--- src/hw/rtl/lsfh_pkg.sv ---
package lsfh_pkg;

  localparam logic [7:0] SyncByte = 8'h55;
  localparam logic [7:0] ChecksumOk = 8'hFF;
  localparam logic [7:0] LedIdReset = 8'hC1;
  localparam logic [7:0] ButtonIdReset = 8'h42;

  localparam int CfgIndexW = 2;
  localparam logic [CfgIndexW-1:0] CfgLedFrameId = 2'd0;
  localparam logic [CfgIndexW-1:0] CfgButtonFrameId = 2'd1;

  localparam logic KindLedDuty = 1'b0;
  localparam logic KindTxByte = 1'b1;

  typedef struct packed {
    logic [7:0] rx_byte;
    logic       rx_break;
    logic       button_pressed;
  } item_t;

  typedef struct packed {
    logic       kind;
    logic [7:0] value;
    logic       last;
  } result_t;

  // Results produced by one processed byte: count is 0, 1 or 2.
  typedef struct packed {
    logic [1:0] count;
    result_t    first;
    result_t    second;
  } emit_t;

  typedef enum logic [4:0] {
    PH_WAIT_BREAK = 5'b00001,
    PH_WAIT_SYNC  = 5'b00010,
    PH_WAIT_PID   = 5'b00100,
    PH_WAIT_DATA  = 5'b01000,
    PH_WAIT_CKSUM = 5'b10000
  } phase_t;

  // Add two bytes with end-around carry.
  function automatic logic [7:0] fold_add(input logic [7:0] a, input logic [7:0] b);
    logic [8:0] s;
    s = {1'b0, a} + {1'b0, b};
    return s[7:0] + {7'd0, s[8]};
  endfunction

endpackage

--- src/hw/rtl/lin_slave_frame_handler_unit.sv ---
// Path: input stage register, then result queue. Throughput: 1 byte per cycle while
//   the queue has room for two results; a button frame header yields two results,
//   which leave the 4-entry result queue at one per cycle unless result_stall holds.
// Reset (rst, synchronous, active high): frame phase to waiting for break,
//   frame IDs to 0xC1 / 0x42, input stage and result queue emptied.
module lin_slave_frame_handler_unit import lsfh_pkg::*; (
  input  logic                 clk,
  input  logic                 rst,
  input  logic                 item_valid,
  output logic                 item_stall,
  input  item_t                item,
  output logic                 result_valid,
  input  logic                 result_stall,
  output result_t              result,
  input  logic                 cfg_valid,
  output logic                 cfg_ready,
  input  logic [CfgIndexW-1:0] cfg_index,
  input  logic [7:0]           cfg_data
);

  localparam int QueueDepth = 4;
  localparam int PtrW = $clog2(QueueDepth);
  localparam int CountW = $clog2(QueueDepth + 1);

  // Configuration registers: always ready; write them only while no request
  // is in flight.
  logic [7:0] led_frame_id;
  logic [7:0] button_frame_id;

  assign cfg_ready = 1'b1;

  always_ff @(posedge clk) begin
    if (rst) begin
      led_frame_id    <= LedIdReset;
      button_frame_id <= ButtonIdReset;
    end else if (cfg_valid && cfg_ready) begin
      unique case (cfg_index)
        CfgLedFrameId:    led_frame_id    <= cfg_data;
        CfgButtonFrameId: button_frame_id <= cfg_data;
        default: ;
      endcase
    end
  end

  // Input stage: hold one request; advance it only when the queue has room
  // for the two results a byte may cause.
  logic              stage_valid;
  item_t             stage_item;
  logic              stage_go;
  logic              item_take;
  logic [CountW-1:0] queue_count;

  assign stage_go   = stage_valid && (queue_count <= CountW'(QueueDepth - 2));
  assign item_stall = stage_valid && !stage_go;
  assign item_take  = item_valid && !item_stall;

  always_ff @(posedge clk) begin
    if (rst) begin
      stage_valid <= 1'b0;
    end else begin
      stage_valid <= item_take || (stage_valid && !stage_go);
    end
  end

  always_ff @(posedge clk) begin
    if (item_take) begin
      stage_item <= item;
    end
  end

  // Frame decode: phase tracking and checksum work in one pass.
  emit_t emit;

  lsfh_frame_ctrl u_frame_ctrl (
    .clk             (clk),
    .rst             (rst),
    .step            (stage_go),
    .item            (stage_item),
    .led_frame_id    (led_frame_id),
    .button_frame_id (button_frame_id),
    .emit            (emit)
  );

  // Result queue: push up to two results per cycle, drop one per taken result.
  result_t           queue_mem [QueueDepth];
  logic [PtrW-1:0]   wr_ptr;
  logic [PtrW-1:0]   rd_ptr;
  logic [1:0]        push_count;
  logic              pop;
  logic [CountW-1:0] queue_count_next;

  assign push_count   = stage_go ? emit.count : 2'd0;
  assign result_valid = (queue_count != '0);
  assign pop          = result_valid && !result_stall;
  assign result       = queue_mem[rd_ptr];
  assign queue_count_next = queue_count + CountW'(push_count) - CountW'(pop);

  always_ff @(posedge clk) begin
    if (rst) begin
      wr_ptr      <= '0;
      rd_ptr      <= '0;
      queue_count <= '0;
    end else begin
      wr_ptr      <= wr_ptr + PtrW'(push_count);
      rd_ptr      <= rd_ptr + PtrW'(pop);
      queue_count <= queue_count_next;
    end
  end

  always_ff @(posedge clk) begin
    if (push_count != 2'd0) begin
      queue_mem[wr_ptr] <= emit.first;
    end
    if (push_count == 2'd2) begin
      queue_mem[wr_ptr + PtrW'(1)] <= emit.second;
    end
  end

  // Queue never overfills.
  assert property (@(posedge clk) disable iff (rst)
    queue_count <= CountW'(QueueDepth))
    else $error("result queue overfilled");

  // Occupancy follows pushes and pops exactly.
  assert property (@(posedge clk) disable iff (rst)
    1'b1 |=> queue_count == $past(queue_count_next))
    else $error("result queue count slipped");

  // A held request only waits on a queue without room for two results.
  assert property (@(posedge clk) disable iff (rst)
    stage_valid && !stage_go |-> queue_count > CountW'(QueueDepth - 2))
    else $error("input stage stalled without cause");

  // LED duty results always close their request.
  assert property (@(posedge clk) disable iff (rst)
    result_valid && result.kind == KindLedDuty |-> result.last)
    else $error("LED duty result not marked last");

endmodule

--- src/hw/rtl/lsfh_frame_ctrl.sv ---
module lsfh_frame_ctrl import lsfh_pkg::*; (
  input  logic       clk,
  input  logic       rst,
  input  logic       step,
  input  item_t      item,
  input  logic [7:0] led_frame_id,
  input  logic [7:0] button_frame_id,
  output emit_t      emit
);

  phase_t     phase, phase_next;
  logic [7:0] received_data;
  logic [7:0] led_sum;
  logic [7:0] frame_sum;
  logic [7:0] button_sum;
  logic [7:0] button_byte;

  assign button_byte = {7'd0, item.button_pressed};
  assign led_sum     = fold_add(led_frame_id, received_data);
  assign frame_sum   = fold_add(led_sum, item.rx_byte);
  assign button_sum  = fold_add(item.rx_byte, button_byte);

  always_comb begin
    phase_next = PH_WAIT_BREAK;
    emit       = '0;
    if (item.rx_break) begin
      phase_next = (item.rx_byte == 8'd0) ? PH_WAIT_SYNC : PH_WAIT_BREAK;
    end else begin
      unique case (phase)
        PH_WAIT_SYNC: begin
          phase_next = (item.rx_byte == SyncByte) ? PH_WAIT_PID : PH_WAIT_BREAK;
        end
        PH_WAIT_PID: begin
          if (item.rx_byte == led_frame_id) begin
            phase_next = PH_WAIT_DATA;
          end else if (item.rx_byte == button_frame_id) begin
            emit.count  = 2'd2;
            emit.first  = '{kind: KindTxByte, value: button_byte, last: 1'b0};
            emit.second = '{kind: KindTxByte, value: ~button_sum, last: 1'b1};
          end
        end
        PH_WAIT_DATA: begin
          phase_next = PH_WAIT_CKSUM;
        end
        PH_WAIT_CKSUM: begin
          if (frame_sum == ChecksumOk) begin
            emit.count = 2'd1;
            emit.first = '{kind: KindLedDuty, value: received_data, last: 1'b1};
          end
        end
        default: begin
          phase_next = PH_WAIT_BREAK;
        end
      endcase
    end
  end

  always_ff @(posedge clk) begin
    if (rst) begin
      phase         <= PH_WAIT_BREAK;
      received_data <= 8'd0;
    end else if (step) begin
      phase <= phase_next;
      if (!item.rx_break && phase == PH_WAIT_DATA) begin
        received_data <= item.rx_byte;
      end
    end
  end

endmodule
--- config.mk ---
export PLATFORM = sky130hd
export DESIGN_NAME = lin_slave_frame_handler_unit
export DESIGN_NICKNAME = d
export VERILOG_FILES = /design/src/hw/rtl/lsfh_pkg.sv /design/src/hw/rtl/lin_slave_frame_handler_unit.sv /design/src/hw/rtl/lsfh_frame_ctrl.sv
export SDC_FILE = /design/constraint.sdc
export NUM_CORES = 1
export LEC_CHECK = 0
export BUFFER_PORTS_ARGS = -buffer_cell sky130_fd_sc_hd__buf_2
export CAP_MARGIN = 20
export CORE_ASPECT_RATIO = 0.75
export CORE_UTILIZATION = 45
export CTS_CLUSTER_SIZE = 10
export DETAILED_ROUTE_END_ITERATION = 8
export SYNTH_ARGS = -nofsm -noshare
export SYNTH_HDL_FRONTEND = slang
export SYNTH_SLANG_ARGS = --single-unit
--- constraint.sdc ---
create_clock -name clk -period 17.1 [get_ports clk]
set_input_delay 3.42 -clock clk [delete_from_list [all_inputs] [get_ports clk]]
set_output_delay 3.42 -clock clk [all_outputs]
set_load 0.005 [all_outputs]
# After elaboration in Yosys (flattened, before gate mapping)
# Memory sizes are Yosys's and may differ from the RTL's. A register that Yosys moved wholly into a read port is not among the register bits.
# Cells that the tools add are included.
[word_totals]
ff_bits = 47
ram_bits = 40
in_bits = 25
out_inout_bits = 13
elab_cells = 69
n_memories = 1
[memory_table]
columns = ["name", "words", "word_bits", "rd", "rd_clocked_by_memory_dff", "wr", "line_no", "source"]
rows = [
  ["queue_mem", 4, 10, 1, 1, 2, "lin_slave_frame_handler_unit.sv:85", "result_t queue_mem [QueueDepth];"],
]
[classes]
n_addsub = 11
order_cmp = 1
eq_ne = 10
muxes = 17
bitwise_logic = 1
n_reduce_logical = 17
[ops]
columns = ["operator", "n"]
rows = [
  ["22-bit 2-to-1 mux", 3],
  ["8-bit by 1-bit adder with 8-bit output", 3],
  ["12-bit one-hot mux with 2 select lines", 1],
  ["8-bit by 8-bit adder with 9-bit output", 2],
  ["8-bit equality test", 2],
  ["5-bit one-hot mux with 3 select lines", 1],
  ["11-bit 2-to-1 mux", 1],
  ["10-bit 2-to-1 mux", 1],
  ["8-bit by 1-bit adder with 9-bit output", 1],
  ["8-bit by 7-bit equality test with 1-bit output, second input constant", 1],
  ["8-bit equality test, second input constant", 1],
  ["8-bit zero test", 1],
  ["8-bit NOT", 1],
  ["2-bit 2-to-1 mux", 3],
  ["2-bit AND reduction", 3],
  ["5-bit by 2-bit equality test with 1-bit output, second input constant", 1],
  ["5-bit by 3-bit equality test with 1-bit output, second input constant", 1],
  ["5-bit by 4-bit equality test with 1-bit output, second input constant", 1],
  ["5-bit equality test, second input constant", 1],
  ["1-bit logical AND", 5],
  ["5-bit 2-to-1 mux", 1],
  ["1-bit zero test", 4],
  ["1-bit 2-to-1 mux", 4],
  ["4-bit 2-to-1 mux", 1],
  ["other kinds (13)", 13],
]

# Longest topological paths before layout
[logic_depth]
depth_word = 12
depth_mapped = 31
ltp_nobuf = 31

# Cells and area by module
# From an unflattened synthesis, not the netlist that was laid out.
[hier_totals]
hier_cells = 481
hier_area_um2 = 5387.7
[modules_own_cells]
columns = ["module", "instances", "cells_each", "area_each_um2", "seq_area_each_um2"]
rows = [
  ["lin_slave_frame_handler_unit", 1, 223, 3382.0, 1981.9],
  ["lsfh_frame_ctrl", 1, 258, 2005.7, 260.2],
]

# Least setup slack after synthesis
# No wires, ideal clock.
[synth_path]
kind = "register to register"
start = "register led_frame_id[0]"
end = "memory queue_mem[0][0] in the netlist's numbering, enable pin"
setup_ns = 0.415
arrival_ns = 6.196
required_ns = 16.685
slack_ns = 10.490
path_stages_with_launch = 26
n_path_buf = 0
period_less_slack_ns = 6.610
cell_sequence = "dfxtp_1 > ha_1 > fa_1 > and3_1 > o21ai_0 > a21oi_1 > o21ai_0 > nand2b_1 > ha_1 > ha_1 > xor2_1 > ha_1 > nand2b_1 > a21oi_1 > and3_1 > a211o_1 > a21o_1 > a21o_1 > ha_1 > ha_1 > nand3_1 > a2111oi_0 > nand4_1 > a211oi_2 > nand4_1 > o311ai_0"
[synth_rtl]
columns = ["element", "line_no", "source"]
rows = [
  ["from (decl)", "lin_slave_frame_handler_unit.sv:27", "logic [7:0] led_frame_id;"],
  ["from (signal assigned)", "lin_slave_frame_handler_unit.sv:34", "led_frame_id <= LedIdReset;"],
  ["from (signal assigned)", "lin_slave_frame_handler_unit.sv:38", "CfgLedFrameId: led_frame_id <= cfg_data;"],
  ["to (decl)", "lin_slave_frame_handler_unit.sv:85", ""],
]

# Worst setup path after layout
[layout_path]
start = "register led_frame_id[0]"
end = "register queue_count[2]"
[layout_between]
elab_chain_cells = 11
elab_cells_between_ends = 13
cone_classes = "6 x add/sub; 2 x eq/ne; 5 x mux"
[layout_rtl]
columns = ["element", "line_no", "source"]
rows = [
  ["8-bit by 8-bit adder with 9-bit output", "lsfh_pkg.sv:45", "s = {1'b0, a} + {1'b0, b};"],
  ["8-bit by 1-bit adder with 8-bit output", "lsfh_pkg.sv:46", "return s[7:0] + {7'd0, s[8]};"],
  ["8-bit by 8-bit adder with 9-bit output", "lsfh_pkg.sv:45", ""],
  ["8-bit by 1-bit adder with 8-bit output", "lsfh_pkg.sv:46", ""],
  ["8-bit equality test", "lsfh_frame_ctrl.sv:46", "if (frame_sum == ChecksumOk) begin"],
  ["11-bit 2-to-1 mux", "lsfh_frame_ctrl.sv:46", ""],
  ["12-bit one-hot mux with 2 select lines *", "lsfh_frame_ctrl.sv:29", "unique case (phase)"],
  ["22-bit 2-to-1 mux *", "lsfh_frame_ctrl.sv:26", "if (item.rx_break) begin"],
  ["2-bit 2-to-1 mux *", "lin_slave_frame_handler_unit.sv:92", "assign push_count = stage_go ? emit.count : 2'd0;"],
  ["3-bit by 2-bit adder with 3-bit output *", "lin_slave_frame_handler_unit.sv:96", "assign queue_count_next = queue_count + CountW'(push_count) - CountW'(pop);"],
  ["3-bit by 1-bit subtractor with 3-bit output *", "lin_slave_frame_handler_unit.sv:96", ""],
  ["to (signal assigned)", "lin_slave_frame_handler_unit.sv:106", "queue_count <= queue_count_next;"],
  ["to (decl)", "lin_slave_frame_handler_unit.sv:51", "logic [CountW-1:0] queue_count;"],
]
# Mark *: on every way between the ends. The rest lies on a longest branch, timed or not.
# A chain may end at the register's enable or synchronous reset.

==> reports/results.ini <==
[synthesis]
synth_most_common_cell = nor2_1
synth.top_cells.by_area = edfxtp_1, dfxtp_1, ha_1
synth-seq-cells = 87
synth_area_per_cell_sq_um = 10.57
synth-main-ff-cell = edfxtp_1
synth.distinct_cells = 66
synth_top_area_share = 0.2842
synth_fp_nets = 558
synth_edf_count = 50
synthCells = 500
yosys_warnings = 0
ys_top_cells_by_count = nor2_1, edfxtp_1, dfxtp_1
synthArstFlopShare = 0
synth_top_area_cell = edfxtp_1
synth_area_sq_um = 5283
yosysSeqAreaShare = 0.4244

[grt]
antenna_found_initial = 0
first_global_vias = 3715
track_usage = 0.2241
grt_max_degree = 38
gr-total-overflow = 0
grt_pass1_wl_um = 20420

[timing]
timing.final.crit_share = 0.4088
finalSetupViolCount = 0
skew_ns = 0.009165
max_freq_ghz = 0.1430
maxSlewViolCount = 0
rsz0062_at_grt = no
setup_slack_ns = 10.11
hold_viol_final = 0
tns_ns = 0
period_needed_ns = 6.991
relSlewSlack = 0.2749
worst_pin_slew_ns = 1.084

[route]
via_per_inst = 5.711
drcViolationCount = 0
vias = 3929
wl_um = 12680
ant_nets = 0
first_pass_iters = 5
wl_per_cell_um = 18.42
first_iter_violations = 389

[place]
dp.final_hpwl_um = 9343
io_buffer_count = 36
placed_area_sq_um = 5580
post-place-ws_ns = 10.14
place_congestion = 0.8363
dp.cells = 672

[setup_path]
cp_slowest_stage_delay_ns = 0.40
cp-endpoint = queue_count[2]
critPathCaptureType = register
worstSetupPathType = register to register
worstPathRequired_ns = 17.30
r2r-start = led_frame_id[0]
path_max_fanout = 7
rr_endpoint = queue_count[2]
r2r_slack_ns = 10.11
setup.worst_path.start = led_frame_id[0]
start_kind = register
arrival_ns = 7.20
slowest_stage = fa_1
ff2ff_path_depth = 31
worst_path_most_repeated_cell = ha_1

[finish]
syn_to_final_growth_pct = 10.85
final_cell_area_sq_um = 5856
drive_gt1_frac = 0.1488
finalNonFillerCells = 688
final.fill_count = 1015
nets = 584
n_antenna_cell = 0

[clock_tree]
htreeDepth = 3
post_cts_buffers = 0
postCtsHoldBufs = 0
post_cts_resized = 0
clkTransAtPathRegs_ns = 0.06
clock_path_buffers = 2
cts_made_buffers = 9
cts_tree = yes
insertion_delay_ns = 0.34
root_buffer = clkbuf_16
clock_sinks = 87

[floorplanning]
fp.dieArea_sq_um = 12180
start_util = 0.4721
core_sq_um = 11190
ioPinCount = 38
die_h_um = 95.83
rows = 33
dieWidth_um = 127.1

[worst_hold_path]
hold_class = register to register

[run]
drv_cap = 0

[run_status]
outcome = finished, final reports clean

[power]
powerDensity_nw_per_um2 = 92.65
ir_drop_mv = 0.06589
leakage_nw = 2.142

## worst min path at each step
stage	slack [ns]	cells after the start	to	from
final	0.50	1	button_frame_id[6]	button_frame_id[6]
after global routing	0.54	1	button_frame_id[1]	button_frame_id[1]
after CTS	0.50	1	button_frame_id[1]	button_frame_id[1]
after detailed placement	0.48	1	button_frame_id[1]	button_frame_id[1]
after global placement	0.47	1	button_frame_id[1]	button_frame_id[1]
after floorplan	0.46	1	button_frame_id[1]	button_frame_id[1]
## state kept, by name, summed over array words and instances (netlist names)
| name | flops |
|---|---|
| queue_mem | 40 |
| stage_item | 10 |
| button_frame_id | 8 |
| led_frame_id | 8 |
| u_frame_ctrl.received_data | 8 |
| u_frame_ctrl.phase | 5 |
| queue_count | 3 |
| rd_ptr | 2 |
| wr_ptr | 2 |
| stage_valid | 1 |
## metrics by stage
step / utilization / power [W] / hold WS, ns
after global routing: 0.5233 / 0.0005675 / 0.5392
after global placement: 0.4974 / 0.0003631 / 0.4707
after detailed placement: 0.4987 / 0.0003637 / 0.4833
after floorplan: - / 0.0003290 / 0.4559
final: 0.5233 / 0.0005425 / 0.4969
after CTS: 0.5233 / 0.0005469 / 0.4992
## critical path: cells and delay by family, from the launching register on
family | cells | cell delay [ns]
adder cells (fa/ha/maj) | 10 | 2.88
XOR/XNOR | 3 | 0.52
buffers and inverters | 1 | 0.04
AO/OA/AOI/OAI | 9 | 1.87
AND/OR/NAND/NOR | 8 | 1.19
flip-flops | 1 | 0.33
## final cells by class
type	count	area (sq um)	area share
clock buffers	10	239.0	0.04081
clock inverters	6	36.28	0.006197
inverters	23	86.33	0.01474
multi-input cells	364	2830	0.4833
flip-flops and latches	87	2242	0.3829
well taps	157	196.4	0.03355
repair buffers	41	225.2	0.03846
## per-layer routing
metal / GRT usage / vias to the layer above / wire length [um]
li1: - / 1902 / -
met5: 0 / - / 0
met1: 0.3311 / 1872 / 6469
met3: 0.05503 / 15 / 897
met4: 0.06845 / 0 / 169
met2: 0.3205 / 140 / 5139
## power by group
part / internal [W] / leakage, nW / total [W] / switching (W)
sequential: 0.000229 / 0.717 / 0.000252 / 0.0000229
combinational: 0.0000581 / 1.29 / 0.000107 / 0.0000491
clock: 0.000102 / 0.140 / 0.000183 / 0.0000816
## cells by family after synthesis
kind of cell	count (synthesis)	share of synthesized area
xor+xnor	46	0.07887
other cells	1	0.0007099
fa+ha+maj	33	0.08243
compound gates	101	0.1369
buf+inv	49	0.03979
simple gates	151	0.1525
mux	32	0.08432
flops	87	0.4244
## cell usage in the layout, fill, tap and decap left out, drive strengths merged, types with 4 or more instances in the layout
cell     instances
nand2b           5
xnor2           24
a21o             4
mux2i           22
ha              30
a211o            6
nand2           19
buf             41
clkbuf          10
mux4            10
nor2            56
a21oi           18
nor2b           11
a211oi           4
nand3           13
o32ai            5
o211ai           4
o21ai           18
dfxtp           37
o21a             4
and3             5
nand4           10
edfxtp          50
a2bb2oi          4
xor2            21
inv             25
nor3b            6
nor3             7
o22ai           15
Note: power is estimated with default switching activity, not from simulation.
